`config.mk`:
```
export PLATFORM = sky130hd
export DESIGN_NAME = weighted_vote_power_detector_top
export DESIGN_NICKNAME = d
export VERILOG_FILES = /design/src/sv/wvpd_pkg.sv /design/src/sv/wvpd_accum.sv /design/src/sv/weighted_vote_power_detector_top.sv
export SDC_FILE = /design/constraint.sdc
export NUM_CORES = 1
export LEC_CHECK = 0
export BUFFER_PORTS_ARGS = -buffer_cell sky130_fd_sc_hd__buf_2
export CORE_MARGIN = 3
export CORE_UTILIZATION = 50
export CTS_CLUSTER_SIZE = 14
export DETAILED_ROUTE_END_ITERATION = 12
export GPL_TIMING_DRIVEN = 0
export MAX_ROUTING_LAYER = met4
export PLACE_DENSITY = 0.8
export SETUP_SLACK_MARGIN = 0.02
export SLEW_MARGIN = 25
export SYNTH_ARGS = -nofsm -noshare
export SYNTH_HDL_FRONTEND = slang
export SYNTH_HIERARCHICAL = 1
export SYNTH_SLANG_ARGS = --single-unit
```
`constraint.sdc`:
```
create_clock -name clock -period 13 [get_ports clock]
set_input_delay 0 -clock clock [delete_from_list [all_inputs] [get_ports clock]]
set_output_delay 0 -clock clock [all_outputs]
set_load 0.005 [all_outputs]
```
`src/sv/wvpd_pkg.sv`:
```
// Shared types, constants and codes for the weighted vote power detector.
`timescale 1ns / 1ps

package wvpd_pkg;

   // Sizing of the sensor array.
   localparam int NUM_SENSORS = 8;
   localparam int WEIGHT_BITS = 8;
   localparam int SLOT_BITS   = 3;
   localparam int NUM_SLOTS   = 1 << SLOT_BITS;
   localparam int VOTE_BITS   = 12;
   localparam int TOTAL_BITS  = 11;
   localparam int CMP_BITS    = 16;

   // Index of the last slot that the accumulation walks.
   localparam logic [SLOT_BITS-1:0] LAST_SLOT = SLOT_BITS'(NUM_SENSORS - 1);

   // Configuration register indexes.
   localparam logic [1:0] CSR_HYSTERESIS = 2'd0;
   localparam logic [1:0] CSR_ENABLE     = 2'd1;
   localparam logic [1:0] CSR_WEIGHTS    = 2'd2;

   // Configuration reset values.
   localparam logic [7:0]  HYSTERESIS_RESET = 8'd3;
   localparam logic [7:0]  ENABLE_RESET     = 8'hFF;
   localparam logic [63:0] WEIGHTS_RESET    = 64'h0101_0101_0101_0101;

   // Vote and decided state codes.
   typedef enum logic [1:0] {
      VOTE_UNKNOWN = 2'd0,
      VOTE_ON      = 2'd1,
      VOTE_OFF     = 2'd2
   } vote_type;

   // Input beat.
   typedef struct packed {
      logic [SLOT_BITS-1:0] sensor_index;
      logic                 sensor_value;
   } req_type;

   // Result beat.
   typedef struct packed {
      logic [1:0]                   power_state;
      logic                         state_changed;
      logic signed [VOTE_BITS-1:0]  vote_sum;
      logic [TOTAL_BITS-1:0]        weight_total;
   } rsp_type;

   // Control from the sequencer to the shared accumulate unit.
   typedef struct packed {
      logic clear;
      logic add;
      logic negate;
   } acc_ctrl_type;

endpackage

```
`src/sv/wvpd_accum.sv`:
```
// Shared add/subtract unit that accumulates the signed vote and the weight total.
`timescale 1ns / 1ps

module wvpd_accum (
   input  logic                                   clock,
   input  logic                                   reset,
   input  wvpd_pkg::acc_ctrl_type                 ctrl,
   input  logic [wvpd_pkg::WEIGHT_BITS-1:0]       weight,
   output logic signed [wvpd_pkg::VOTE_BITS-1:0]  vote_sum,
   output logic [wvpd_pkg::TOTAL_BITS-1:0]        weight_total
);

   logic signed [wvpd_pkg::VOTE_BITS-1:0] vote_ff;
   logic signed [wvpd_pkg::VOTE_BITS-1:0] vote_in;
   logic [wvpd_pkg::TOTAL_BITS-1:0]       total_ff;
   logic [wvpd_pkg::TOTAL_BITS-1:0]       total_in;
   logic signed [wvpd_pkg::VOTE_BITS-1:0] weight_s;

   assign weight_s = $signed(wvpd_pkg::VOTE_BITS'(weight));

   // One slot per cycle: the vote moves by plus or minus the weight.
   always_comb begin
      vote_in  = vote_ff;
      total_in = total_ff;
      priority if (ctrl.clear) begin
         vote_in  = '0;
         total_in = '0;
      end else if (ctrl.add) begin
         vote_in  = ctrl.negate ? (vote_ff - weight_s) : (vote_ff + weight_s);
         total_in = total_ff + wvpd_pkg::TOTAL_BITS'(weight);
      end
   end

   always_ff @(posedge clock) begin
      if (reset) begin
         vote_ff  <= '0;
         total_ff <= '0;
      end else begin
         vote_ff  <= vote_in;
         total_ff <= total_in;
      end
   end

   assign vote_sum     = vote_ff;
   assign weight_total = total_ff;

   // The magnitude of the vote can never exceed the weights that took part.
   a_vote_bounded: assert property (@(posedge clock) disable iff (reset)
      ($signed({1'b0, total_ff}) >= vote_ff) && ($signed({1'b0, total_ff}) >= -vote_ff))
      else $error("vote magnitude exceeds weight total");

   // A clear leaves both sums at zero.
   a_clear_zero: assert property (@(posedge clock) disable iff (reset)
      ctrl.clear |=> (vote_ff == '0) && (total_ff == '0))
      else $error("sums not zero after clear");

   // Without a clear or an add both sums hold.
   a_idle_hold: assert property (@(posedge clock) disable iff (reset)
      !(ctrl.clear || ctrl.add) |=> $stable(vote_ff) && $stable(total_ff))
      else $error("sums moved without a request");

endmodule

```
`src/sv/weighted_vote_power_detector_top.sv`:
```
// Top level of the weighted vote power detector with debounce.
// A reading is accepted only in idle; the single shared accumulate unit then walks
// one sensor slot per cycle, and a decide step posts the result. The decide step
// waits while the previous result is not taken, and no new reading enters before it.
// A new reading may be accepted while the previous result still waits to be taken.
// Synchronous active-high reset restores the default registers and clears all vote history.
`timescale 1ns / 1ps

module weighted_vote_power_detector_top (
   input  logic              clock,
   input  logic              reset,
   input  logic              req_valid,
   output logic              req_ready,
   input  wvpd_pkg::req_type req_payload,
   output logic              rsp_valid,
   input  logic              rsp_ready,
   output wvpd_pkg::rsp_type rsp_payload,
   input  logic              csr_valid,
   output logic              csr_ready,
   input  logic [1:0]        csr_index,
   input  logic [63:0]       csr_data
);

   typedef enum logic [1:0] {
      ST_IDLE,
      ST_ACCUM,
      ST_FINISH
   } state_type;

   state_type                            state_ff, state_in;
   logic [wvpd_pkg::SLOT_BITS-1:0]       slot_ff, slot_in;
   logic [wvpd_pkg::NUM_SLOTS-1:0]       reading_ff, reading_in;
   logic [wvpd_pkg::NUM_SLOTS-1:0]       seen_ff, seen_in;
   wvpd_pkg::vote_type                   prev_vote_ff, prev_vote_in;
   wvpd_pkg::vote_type                   decided_ff, decided_in;
   logic [7:0]                           repeat_ff, repeat_in;
   logic [7:0]                           hyst_ff;
   logic [7:0]                           enable_ff;
   logic [63:0]                          weights_ff;
   logic                                 rsp_valid_ff, rsp_valid_in;
   wvpd_pkg::rsp_type                    rsp_ff, rsp_in;

   wvpd_pkg::acc_ctrl_type               acc_ctrl;
   logic [wvpd_pkg::WEIGHT_BITS-1:0]     slot_weight;
   logic signed [wvpd_pkg::VOTE_BITS-1:0] vote_sum;
   logic [wvpd_pkg::TOTAL_BITS-1:0]      weight_total;

   logic signed [wvpd_pkg::CMP_BITS-1:0] vote_ext;
   logic signed [wvpd_pkg::CMP_BITS-1:0] total_ext;
   logic signed [wvpd_pkg::CMP_BITS-1:0] ten_vote;
   logic signed [wvpd_pkg::CMP_BITS-1:0] three_total;
   wvpd_pkg::vote_type                   vote_now;
   logic                                 req_fire;
   logic                                 rsp_free;

   assign req_ready = (state_ff == ST_IDLE);
   assign req_fire  = req_valid && req_ready;
   assign rsp_free  = !rsp_valid_ff || rsp_ready;
   assign csr_ready = 1'b1;

   // Configuration registers.
   always_ff @(posedge clock) begin
      if (reset) begin
         hyst_ff    <= wvpd_pkg::HYSTERESIS_RESET;
         enable_ff  <= wvpd_pkg::ENABLE_RESET;
         weights_ff <= wvpd_pkg::WEIGHTS_RESET;
      end else if (csr_valid && csr_ready) begin
         unique case (csr_index)
            wvpd_pkg::CSR_HYSTERESIS: hyst_ff    <= csr_data[7:0];
            wvpd_pkg::CSR_ENABLE:     enable_ff  <= csr_data[7:0];
            wvpd_pkg::CSR_WEIGHTS:    weights_ff <= csr_data;
            default: ;
         endcase
      end
   end

   // Weight of the slot under the walk: the byte of the weights register at that slot.
   assign slot_weight = weights_ff[{slot_ff, 3'b000} +: wvpd_pkg::WEIGHT_BITS];

   wvpd_accum u_accum (
      .clock        (clock),
      .reset        (reset),
      .ctrl         (acc_ctrl),
      .weight       (slot_weight),
      .vote_sum     (vote_sum),
      .weight_total (weight_total)
   );

   // Exact form of the confidence test: 10 * V against +/- 3 * W.
   assign vote_ext    = wvpd_pkg::CMP_BITS'(vote_sum);
   assign total_ext   = $signed(wvpd_pkg::CMP_BITS'(weight_total));
   assign ten_vote    = (vote_ext <<< 3) + (vote_ext <<< 1);
   assign three_total = (total_ext <<< 1) + total_ext;

   always_comb begin
      vote_now = wvpd_pkg::VOTE_UNKNOWN;
      if (weight_total != '0) begin
         priority if (ten_vote > three_total) begin
            vote_now = wvpd_pkg::VOTE_ON;
         end else if (ten_vote < -three_total) begin
            vote_now = wvpd_pkg::VOTE_OFF;
         end
      end
   end

   // Sequencer: store the reading, walk the slots, then decide and post the result.
   always_comb begin
      state_in     = state_ff;
      slot_in      = slot_ff;
      reading_in   = reading_ff;
      seen_in      = seen_ff;
      prev_vote_in = prev_vote_ff;
      decided_in   = decided_ff;
      repeat_in    = repeat_ff;
      rsp_valid_in = rsp_valid_ff && !rsp_ready;
      rsp_in       = rsp_ff;
      acc_ctrl     = '0;

      unique case (state_ff)
         ST_IDLE: begin
            if (req_fire) begin
               if (32'(req_payload.sensor_index) < wvpd_pkg::NUM_SENSORS) begin
                  reading_in[req_payload.sensor_index] = req_payload.sensor_value;
                  seen_in[req_payload.sensor_index]    = 1'b1;
               end
               acc_ctrl.clear = 1'b1;
               slot_in        = '0;
               state_in       = ST_ACCUM;
            end
         end
         ST_ACCUM: begin
            acc_ctrl.add    = enable_ff[slot_ff] && seen_ff[slot_ff];
            acc_ctrl.negate = !reading_ff[slot_ff];
            if (slot_ff == wvpd_pkg::LAST_SLOT) begin
               state_in = ST_FINISH;
            end else begin
               slot_in = slot_ff + 1'b1;
            end
         end
         ST_FINISH: begin
            if (rsp_free) begin
               // Debounce: count equal consecutive votes, saturating.
               if (vote_now == prev_vote_ff) begin
                  repeat_in = (repeat_ff != 8'hFF) ? repeat_ff + 8'd1 : repeat_ff;
               end else begin
                  prev_vote_in = vote_now;
                  repeat_in    = 8'd1;
               end
               rsp_in.state_changed = 1'b0;
               if ((repeat_in >= hyst_ff) && (vote_now != decided_ff)) begin
                  decided_in           = vote_now;
                  rsp_in.state_changed = 1'b1;
               end
               rsp_in.power_state  = decided_in;
               rsp_in.vote_sum     = vote_sum;
               rsp_in.weight_total = weight_total;
               rsp_valid_in        = 1'b1;
               state_in            = ST_IDLE;
            end
         end
         default: state_in = ST_IDLE;
      endcase
   end

   // State, history and the output register.
   always_ff @(posedge clock) begin
      if (reset) begin
         state_ff     <= ST_IDLE;
         slot_ff      <= '0;
         reading_ff   <= '0;
         seen_ff      <= '0;
         prev_vote_ff <= wvpd_pkg::VOTE_UNKNOWN;
         decided_ff   <= wvpd_pkg::VOTE_UNKNOWN;
         repeat_ff    <= '0;
         rsp_valid_ff <= 1'b0;
      end else begin
         state_ff     <= state_in;
         slot_ff      <= slot_in;
         reading_ff   <= reading_in;
         seen_ff      <= seen_in;
         prev_vote_ff <= prev_vote_in;
         decided_ff   <= decided_in;
         repeat_ff    <= repeat_in;
         rsp_valid_ff <= rsp_valid_in;
      end
      rsp_ff <= rsp_in;
   end

   assign rsp_valid   = rsp_valid_ff;
   assign rsp_payload = rsp_ff;

   // The walk over the slots ends only by going to the decide step.
   a_accum_exit: assert property (@(posedge clock) disable iff (reset)
      (state_ff == ST_ACCUM) |=> (state_ff == ST_ACCUM) || (state_ff == ST_FINISH))
      else $error("slot walk left to an unexpected state");

   // The decided state moves only in the decide step.
   a_decided_stable: assert property (@(posedge clock) disable iff (reset)
      (state_ff != ST_FINISH) |=> $stable(decided_ff))
      else $error("decided state changed outside the decide step");

   // A pending change beat reports the state that is currently decided.
   a_change_matches: assert property (@(posedge clock) disable iff (reset)
      (rsp_valid_ff && rsp_ff.state_changed) |-> (rsp_ff.power_state == decided_ff))
      else $error("change beat disagrees with decided state");

endmodule

```
==> flow_summary.yaml, run 1 <==
pwr:
  p_leak_nw: 4.980
  power_frac_comb_pct: 12.7
  total_power_mw: 1.177
  power.internal_mw: 0.8546
  power.switching_mw: 0.3228
  seqPwrFrac_pct: 44.9
  clkPwrFrac_pct: 42.4
  power.density_nw_per_um2: 98.77
  switching_share_pct: 27.42
  irDropWorstVdd_uv: 87.05
worst_setup_path:
  worst_path_max_delay_cell: "or4_4"
  end_kind: "flop"
  worstRegToRegCells: 28
  endpoint: "rsp_payload[25]$_DFFE_PP_"
  crit_fanout: 9
  reg2reg_from: "u_accum/weight_total[1]$_SDFFE_PP0P_"
  cp_slowest_stage_delay_ns: 0.56
  crit_path_start_kind: "flop"
  r2r_slack_ns: 6.10
  critPathArrivalTime_ns: 7.09
  worstSetupStartpoint: "u_accum/weight_total[1]$_SDFFE_PP0P_"
  crit_required_ns: 13.19
  crit_type: "flop to flop"
  reg2reg_to: "rsp_payload[25]$_DFFE_PP_"
detailed_routing:
  wirelength_um: 26790
  dr_total_vias: 9039
  viasPerCell: 5.656
  drt-initial-drc-count: 701
  ant_nets: 0
  dr.pass1.iters: 7
  drc: 0
  wl_per_cell_um: 16.76
cts:
  cts_buffers: 17
  cts-root-buf: "clkbuf_16"
  cts_resized: 0
  cts_max_path_buffers: 2
  cts_sinks: 163
  postCtsSetupBuffers: 0
  cts-hold-fix-buffers: 70
  htreeDepth: 4
  cts_tree: "done"
  clk_latency_ns: 0.44
  path_clk_slew_ns: 0.07
logic_synthesis:
  synth-main-ff-cell: "dfxtp_1"
  syn_inst: 1135
  syn_area_sq_um: 9778
  seq_area_frac_synth_pct: 36.03
  synth_top_area_share_pct: 28.05
  synth-async-reset-ratio_pct: 0
  syn-num-nets: 1298
  synth_edf_count: 26
  ys_top_cells_by_area: "dfxtp_1, ha_1, edfxtp_1, nand2_1, a21oi_1"
  ys_seq_elements: 163
  yosys.cell_types.count: 80
  ys.warnings.count: 6
  yosys.area.top_type: "dfxtp_1"
  syn_avg_cell_area_sq_um: 8.615
placement:
  gp_congestion: 0.9091
  post-dp-hpwl_um: 18400
  numPortBuffers: 101
floorplan:
  ios: 104
  core.rowCount: 50
  die_h_um: 145.8
  core_area_sq_um: 18960
  initial_core_util_pct: 51.58
  dieArea_sq_um: 21270
  die_w_um: 145.8
final_layout:
  drive_gt1_share_pct: 14.72
  multi_input_area_sq_um: 5856
  regArea_sq_um: 3523
  fin_nets: 1489
  fillers: 1491
  antenna_cells: 0
  final_common_cell: "nand2_1"
  most-common-layout-cells: "nand2_1, dfxtp_1, a21oi_1"
  area_growth_pct: 21.91
sta:
  min_period_ns: 6.905
  tightest_slew_ns: 0.9241
  holdWs_ns: 0.06467
  timing.final.crit_share_pct: 53.11
  rsz0062_at_grt: "no"
  fmax_ghz: 0.1448
  hold_viol: 0
  final_max_slew_viol_count: 0
  relSlewSlack_pct: 38.26
  tns_ns: 0
  setup_viol: 0
  skew_ns: 0.01155
global_routing:
  grt_max_degree: 21
  grt-ovfl-total: 0
  groute.usage.overall_pct: 25.94
  grt_pass1_vias: 8854
  grt_pass1_wl_um: 43830
  antenna_found_initial: 0
run_status:
  status: "finished clean"
job:
  drv_cap: 0
worst_hold_path:
  hp-class: "primary input to flop"
==> Yosys cell counts (18+ instances only) <==
library cell and number:
nand2_1 206, ha_1 84, inv_1 45, nor2_1 96, nand3_1 25, a21o_1 22
nand3b_1 19, dfxtp_1 137, xnor2_1 33, a21oi_1 130, mux4_2 18, clkbuf_1 42
edfxtp_1 26
==> worst min path at each step <==
stage                       from                     endpoint  cells after the start
floorplan            csr_data[1]      hyst_ff[1]$_SDFFE_PP1P_                      1
finish              csr_index[1]      hyst_ff[1]$_SDFFE_PP1P_                      4
CTS                 csr_index[0]      hyst_ff[1]$_SDFFE_PP1P_                      4
global route        csr_index[1]      hyst_ff[1]$_SDFFE_PP1P_                      4
detailed placement  csr_data[56]  weights_ff[56]$_SDFFE_PP1P_                      3
global placement    csr_data[48]  weights_ff[48]$_SDFFE_PP1P_                      3
==> critical path, delay by kind of cell (launching register included) <==
family	cells	cell delay, ns
fa+ha+maj	4	1.21
compound gates	14	2.71
simple gates	7	1.52
xor+xnor	1	0.30
mux	1	0.36
buf+inv	1	0.14
flops	1	0.41
==> final cells by class <==
class | instances | share of cell area [%]
plain buffers | 54 | 1.847
clock buffers | 18 | 3.779
clock inverters | 13 | 1.102
inverters | 48 | 1.511
multi-input cells | 870 | 49.12
flip-flops and latches | 163 | 29.56
well taps | 260 | 2.729
repair buffers | 172 | 10.35
==> power by group through the flow <==
stage	sequential (mW)	combinational [mW]	clock, mW
3_5_place_dp	0.540	0.128	0
2_1_floorplan	0.537	0.0905	0
5_1_grt	0.530	0.163	0.523
3_3_place_gp	0.539	0.125	0
6_report	0.529	0.149	0.499
4_1_cts	0.528	0.145	0.503
==> sequential cells by signal (all words and copies together), names as in the netlist, 8 cells and up <==
name / count
weights_ff: 64
repeat_ff: 8
rsp_payload: 26
seen_ff: 8
enable_ff: 8
hyst_ff: 8
reading_ff: 8
u_accum/weight_total: 11
u_accum/vote_sum: 12
==> layer usage <==
layer	vias to the layer above	global-route usage, %	part of all wire, %
met5	-	-	0
met4	0	11.87	3.3
met3	82	5.014	6.5
met2	335	42.80	48
met1	4225	30.74	42
li1	4397	-	-
==> metrics by stage <==
| stage | utilization [%] | setup WS (ns) | instances | area, sq um |
|---|---|---|---|---|
| 6_report | 62.88 | 6.095 | 1598 | 11920 |
| 2_1_floorplan | - | 6.979 | 1135 | 9778 |
| 5_1_grt | 62.88 | 5.632 | 1598 | 11920 |
| 4_1_cts | 62.88 | 6.101 | 1598 | 11920 |
| 3_3_place_gp | 55.97 | 6.281 | 1496 | 10610 |
| 3_5_place_dp | 56.12 | 6.148 | 1497 | 10640 |
==> cells by family (layout without fill, tap and decap cells) <==
group           count (synthesis)  count (layout)  share of synthesized area, %
mux                            39              39                         6.424
simple gates                  442             442                         21.07
other cells                     1               1                       0.03835
buf+inv                       102             305                         4.082
xor+xnor                       44              44                         3.941
fa+ha+maj                      88              88                         11.57
compound gates                256             256                         16.84
flops                         163             163                         36.03
Power figures use the tool's default switching activity.
==> inputs of run 2 (changes only) <==
Settings changed: PLACE_DENSITY 0.8 to 0.82.
Clock period 13 ns to 5.9 ns, I/O delays scaled along.
==> run 2 against run 1 <==
Effect of this change:
- the run now ends with setup timing left
- non-clock buffer count rose by 18
- largest power group is now clock
- via count up 3.9%
- clock skew increased by 0.0034 ns
- sequential cell count is the same
- die area is the same
- count of clock-buffer cells in the layout grew 1
- highest routed layer unchanged
==> flow_summary.yaml, run 2 (synthesis results as in run 1) <==
worst_setup_path:
  reg2reg_to: "rsp_payload[25]$_DFFE_PP_"
  critPathArrivalTime_ns: 6.09
  worst_path_max_delay_cell: "or4_4"
  crit_required_ns: 6.09
  r2r_slack_ns: -0.002
  crit_top_cell: "a21o_1"
  reg2reg_from: "u_accum/weight_total[1]$_SDFFE_PP0P_"
  cp_slowest_stage_delay_ns: 0.56
  crit_fanout: 5
  crit_type: "flop to flop"
  crit_path_start_kind: "flop"
  worstRegToRegCells: 29
  end_kind: "flop"
cts:
  htreeDepth: 4
  cts_tree: "done"
  clk_latency_ns: 0.44
  cts_sinks: 163
  cts-root-buf: "clkbuf_16"
  path_clk_slew_ns: 0.07
  cts_max_path_buffers: 2
  cts_buffers: 17
sta:
  fmax_ghz: 0.1694
  final_max_slew_viol_count: 0
  min_period_ns: 5.902
  setup_viol: 1
  tightest_slew_ns: 0.9685
  skew_ns: 0.01493
  fin_ws_ns: -0.001978
  hold_viol: 0
  timing.final.crit_share_pct: 100.0
  rsz0062_at_grt: "yes"
  relSlewSlack_pct: 35.29
final_layout:
  final_common_cell: "nand2_1"
  final_cells: 1616
  final_core_util_pct: 65.17
  postLayoutCellArea_sq_um: 12350
  area_growth_pct: 26.33
  antenna_cells: 0
  largest_register_ff_count: 64
  top_register: "weights_ff"
  most-common-layout-cells: "nand2_1, dfxtp_1, a21oi_1"
  drive_gt1_share_pct: 18.95
  fin_nets: 1507
worst_hold_path:
  min_to: "hyst_ff[1]$_SDFFE_PP1P_"
  hold_depth: 4
  hp-class: "primary input to flop"
  holdCritStartpoint: "csr_index[0]"
floorplan:
  core.rowCount: 50
  ios: 104
  initial_core_util_pct: 51.58
  die_h_um: 145.8
  die_w_um: 145.8
  core_area_sq_um: 18960
  dieArea_sq_um: 21270
job:
  drv_cap: 0
pwr:
  power.density_nw_per_um2: 218.1
  irDropWorstVdd_uv: 222.3
  p_leak_nw: 5.192
  total_power_mw: 2.694
detailed_routing:
  wl_per_cell_um: 17.69
  drc: 0
  viasPerCell: 5.811
  ant_nets: 0
  dr.pass1.iters: 6
  wirelength_um: 28590
  drt-initial-drc-count: 820
  dr_total_vias: 9391
placement:
  placed_area_sq_um: 10640
  dpl.cell_count: 1497
  numPortBuffers: 101
  post-dp-hpwl_um: 18620
  gp_congestion: 0.9160
run_status:
  status: "finished, violations left"
  violations: "setup timing"
global_routing:
  grt_pass1_wl_um: 45800
  grt_max_degree: 30
  groute.usage.overall_pct: 27.09
  grt_pass1_vias: 9282
  grt-ovfl-total: 0
  antenna_found_initial: 0
[run 2: changes by cell type in the layout (fill, tap and decap cells not counted), moves of 4 or more]
cell,before,now
dfxtp_1,137,129
buf_4,1,18
o21ai_0,17,13
a21oi_2,3,7
nor2_1,96,92
dfxtp_2,0,5
inv_8,6,2
xnor2_1,33,27
a21oi_1,130,125
xnor2_2,0,5
[run 2: critical path, delay by kind of cell, from the launching register on]
family	cells	cell delay [ns]
adder cells (fa/ha/maj)	4	1.09
flip-flops	1	0.38
AND/OR/NAND/NOR	11	1.95
buffers and inverters	1	0.15
AO/OA/AOI/OAI	10	1.53
XOR/XNOR	2	0.24
multiplexers	1	0.31
[run 2: final cells by class]
class	instances	area, sq um
inverters	48	180.2
clock inverters	12	156.4
repair buffers	191	1375
plain buffers	53	209.0
well taps	260	325.3
fillers	1406	6603
flip-flops and latches	163	3541
multi-input cells	870	6102
clock buffers	19	464.2
[run 2: worst max-delay path by stage]
stage | from | end | slack, ns | cells past startpoint
after detailed placement | u_accum/weight_total[1]$_SDFFE_PP0P_ | rsp_payload[25]$_DFFE_PP_ | -0.67 | 30
after global placement | u_accum/weight_total[1]$_SDFFE_PP0P_ | rsp_payload[24]$_DFFE_PP_ | -0.53 | 30
after global routing | u_accum/weight_total[3]$_SDFFE_PP0P_ | rsp_payload[25]$_DFFE_PP_ | -0.24 | 26
after CTS | u_accum/weight_total[1]$_SDFFE_PP0P_ | rsp_payload[25]$_DFFE_PP_ | 0.05 | 29
final | u_accum/weight_total[1]$_SDFFE_PP0P_ | rsp_payload[25]$_DFFE_PP_ | -0.002 | 29
after floorplan | u_accum/weight_total[1]$_SDFFE_PP0P_ | rsp_payload[24]$_DFFE_PP_ | 0.04 | 28
[run 2: per-layer routing]
layer	GRT usage (%)	up-vias	wire length, um
met1	31.92	4458	11520
met5	-	-	0
met3	4.360	91	1837
met4	12.06	0	1107
met2	45.73	424	14120
li1	-	4418	-
[run 2: power breakdown]
part / internal (mW) / leakage [nW] / total (mW) / switching [mW]
Clock: 0.674 / 0.307 / 1.18 / 0.502
Sequential: 1.15 / 1.36 / 1.16 / 0.0157
Combinational: 0.159 / 3.53 / 0.353 / 0.194
Total: 1.98 / 5.19 / 2.69 / 0.712
[run 2: metrics by stage]
step                setup slack, ns   TNS (ns)  hold WS (ns)
global route                -0.2393    -0.8573        0.1232
global placement            -0.5312     -2.292        0.2133
CTS                         0.04799          0       0.01287
floorplan                   0.03734          0        0.1178
detailed placement          -0.6711     -3.018        0.2212
finish                    -0.001978  -0.001978       0.04982
[run 2: repair_timing]
action | CTS | global route
endpoints found under the setup margin | 5 | 5
endpoints found under the hold margin | 93 | 0
gates cloned | 0 | 0
pin swaps | 28 | 26
gates resized for setup | 30 | 29
setup buffers | 17 | 1
hold buffers | 71 | 0
==> inputs of run 3 (changes only) <==
Settings changed: CORE_MARGIN 3 to 2.
Clock period 5.9 ns to 5 ns, I/O delays scaled along.
==> run 3 against run 2 <==
Effect of this change:
- the run still ends with setup timing left
- register-to-register slack got worse by 0.96 ns
- non-clock buffer count increased by 2
- first-iteration DRC count decreased by 2.3%
- final cell count increased by 0.56%
- clock power increased by 9%
- power increased by 14%
==> flow_summary.yaml, run 3 (synthesis results as in run 1) <==
run_status:
  status: "finished, violations left"
  violations: "setup timing"
sta:
  tns_ns: -4.394
  rsz0062_at_grt: "yes"
  fmax_ghz: 0.1678
  skew_ns: 0.01554
  fin_ws_ns: -0.9602
  min_period_ns: 5.960
  tightest_slew_ns: 0.8281
  timing.final.crit_share_pct: 119.2
  hold_viol: 0
  setup_viol: 5
  relSlewSlack_pct: 44.67
  holdWs_ns: 0.04733
  final_max_slew_viol_count: 0
worst_setup_path:
  cp_slowest_stage_delay_ns: 0.55
  worst_path_max_delay_cell: "or4_4"
  crit_required_ns: 5.18
  crit_top_cell: "a21o_1"
  reg2reg_from: "u_accum/weight_total[1]$_SDFFE_PP0P_"
  crit_path_start_kind: "flop"
  critPathTopFamily: "compound AO/OA/AOI/OAI gates"
  end_kind: "flop"
  worstSetupStartpoint: "u_accum/weight_total[1]$_SDFFE_PP0P_"
  critPathArrivalTime_ns: 6.14
  path_buf_inv: 2
  crit_fanout: 5
  crit_type: "flop to flop"
cts:
  cts_sinks: 163
  clk_latency_ns: 0.44
  path_clk_slew_ns: 0.07
  cts_max_path_buffers: 2
  cts_buffers: 17
  cts_tree: "done"
  cts-root-buf: "clkbuf_16"
  htreeDepth: 4
detailed_routing:
  drc: 0
  dr_total_vias: 9245
  wl_per_cell_um: 17.27
  viasPerCell: 5.689
  dr.pass1.iters: 6
  ant_nets: 0
  drt-initial-drc-count: 801
  wirelength_um: 28060
final_layout:
  multi_input_area_sq_um: 6162
  fin_nets: 1509
  top_register: "weights_ff"
  regArea_sq_um: 3540
  most-common-layout-cells: "nand2_1, dfxtp_1, a21oi_1"
  fillers: 1460
  final_common_cell: "nand2_1"
  drive_gt1_share_pct: 19.43
  area_growth_pct: 26.81
  final_core_util_pct: 64.13
  postLayoutCellArea_sq_um: 12400
  largest_register_ff_count: 64
pwr:
  power_frac_comb_pct: 13.5
  switching_share_pct: 27.90
  power.internal_mw: 2.222
  power.density_nw_per_um2: 248.5
  irDropWorstVdd_uv: 249.5
  clkPwrFrac_pct: 41.9
  seqPwrFrac_pct: 44.6
  p_leak_nw: 5.180
  power.switching_mw: 0.8599
floorplan:
  initial_core_util_pct: 50.57
  core_area_sq_um: 19330
  core.rowCount: 51
  ios: 104
  die_w_um: 143.8
  die_h_um: 143.8
  dieArea_sq_um: 20690
job:
  drv_cap: 0
global_routing:
  grt_pass1_vias: 9035
  groute.usage.overall_pct: 28.19
  grt_pass1_wl_um: 44300
  antenna_found_initial: 1
  grt-ovfl-total: 0
  grt_max_degree: 29
placement:
  numPortBuffers: 101
  gp_congestion: 0.9019
  post-dp-hpwl_um: 18580
  placed_area_sq_um: 10690
worst_hold_path:
  holdCritStartpoint: "csr_index[1]"
  hp-class: "primary input to flop"
[run 3: path summary, 6_finish.rpt]
kind	to	cells past startpoint	slack (ns)
setup / recovery	rsp_payload[25]$_DFFE_PP_	28	-0.96
hold / removal	hyst_ff[1]$_SDFFE_PP1P_	4	0.05
setup reg to reg	rsp_payload[25]$_DFFE_PP_	28	-0.96
hold reg to reg	weights_ff[59]$_SDFFE_PP0P_	2	0.46
[run 3: final cells by class]
cell class,instances,share of cell area (%)
multi-input combinational,870,49.70
sequential,163,28.55
timing repair buffer,194,11.29
clock buffer,19,3.572
tap,265,2.674
buffer,52,1.655
inverter,48,1.453
clock inverter,13,1.090
antenna,1,0.02018
[run 3: metrics by stage]
stage | instances | worst slack [ns] | total power, mW
CTS | 1614 | -0.9126 | 3.063
finish | 1625 | -0.9602 | 3.082
global route | 1625 | -1.160 | 3.181
detailed placement | 1502 | -1.463 | 1.740
floorplan | 1135 | -0.7280 | 1.633
global placement | 1501 | -1.253 | 1.729
[run 3: what timing repair did]
action / in CTS / in global routing
hold buffers: 69 / 0
buffers inserted: 12 / 11
gates resized for setup: 36 / 24
setup endpoints to repair: 5 / 8
endpoints found under the hold margin: 93 / 0
pin swaps: 28 / 31
[run 3: worst min-delay path, cell delays in order]
cell     delay, ns
buf_2         0.11
nor3b_1       0.12
nor2_1        0.11
a211o_1       0.11
[run 3: power by group through the flow]
stage               logic [mW]  clock network (mW)  registers, mW
floorplan                0.236                   0           1.40
global placement         0.326                   0           1.40
detailed placement       0.336                   0           1.40
CTS                      0.391                1.30           1.37
global route             0.452                1.35           1.38
finish                   0.417                1.29           1.37
[run 3: metal layers]
metal	part of all wire, %	global-route usage, %	vias up
met5	0	-	-
met4	2.6	10.47	0
met3	5.9	5.298	64
met2	50	48.37	367
met1	41	32.92	4393
li1	-	-	4421
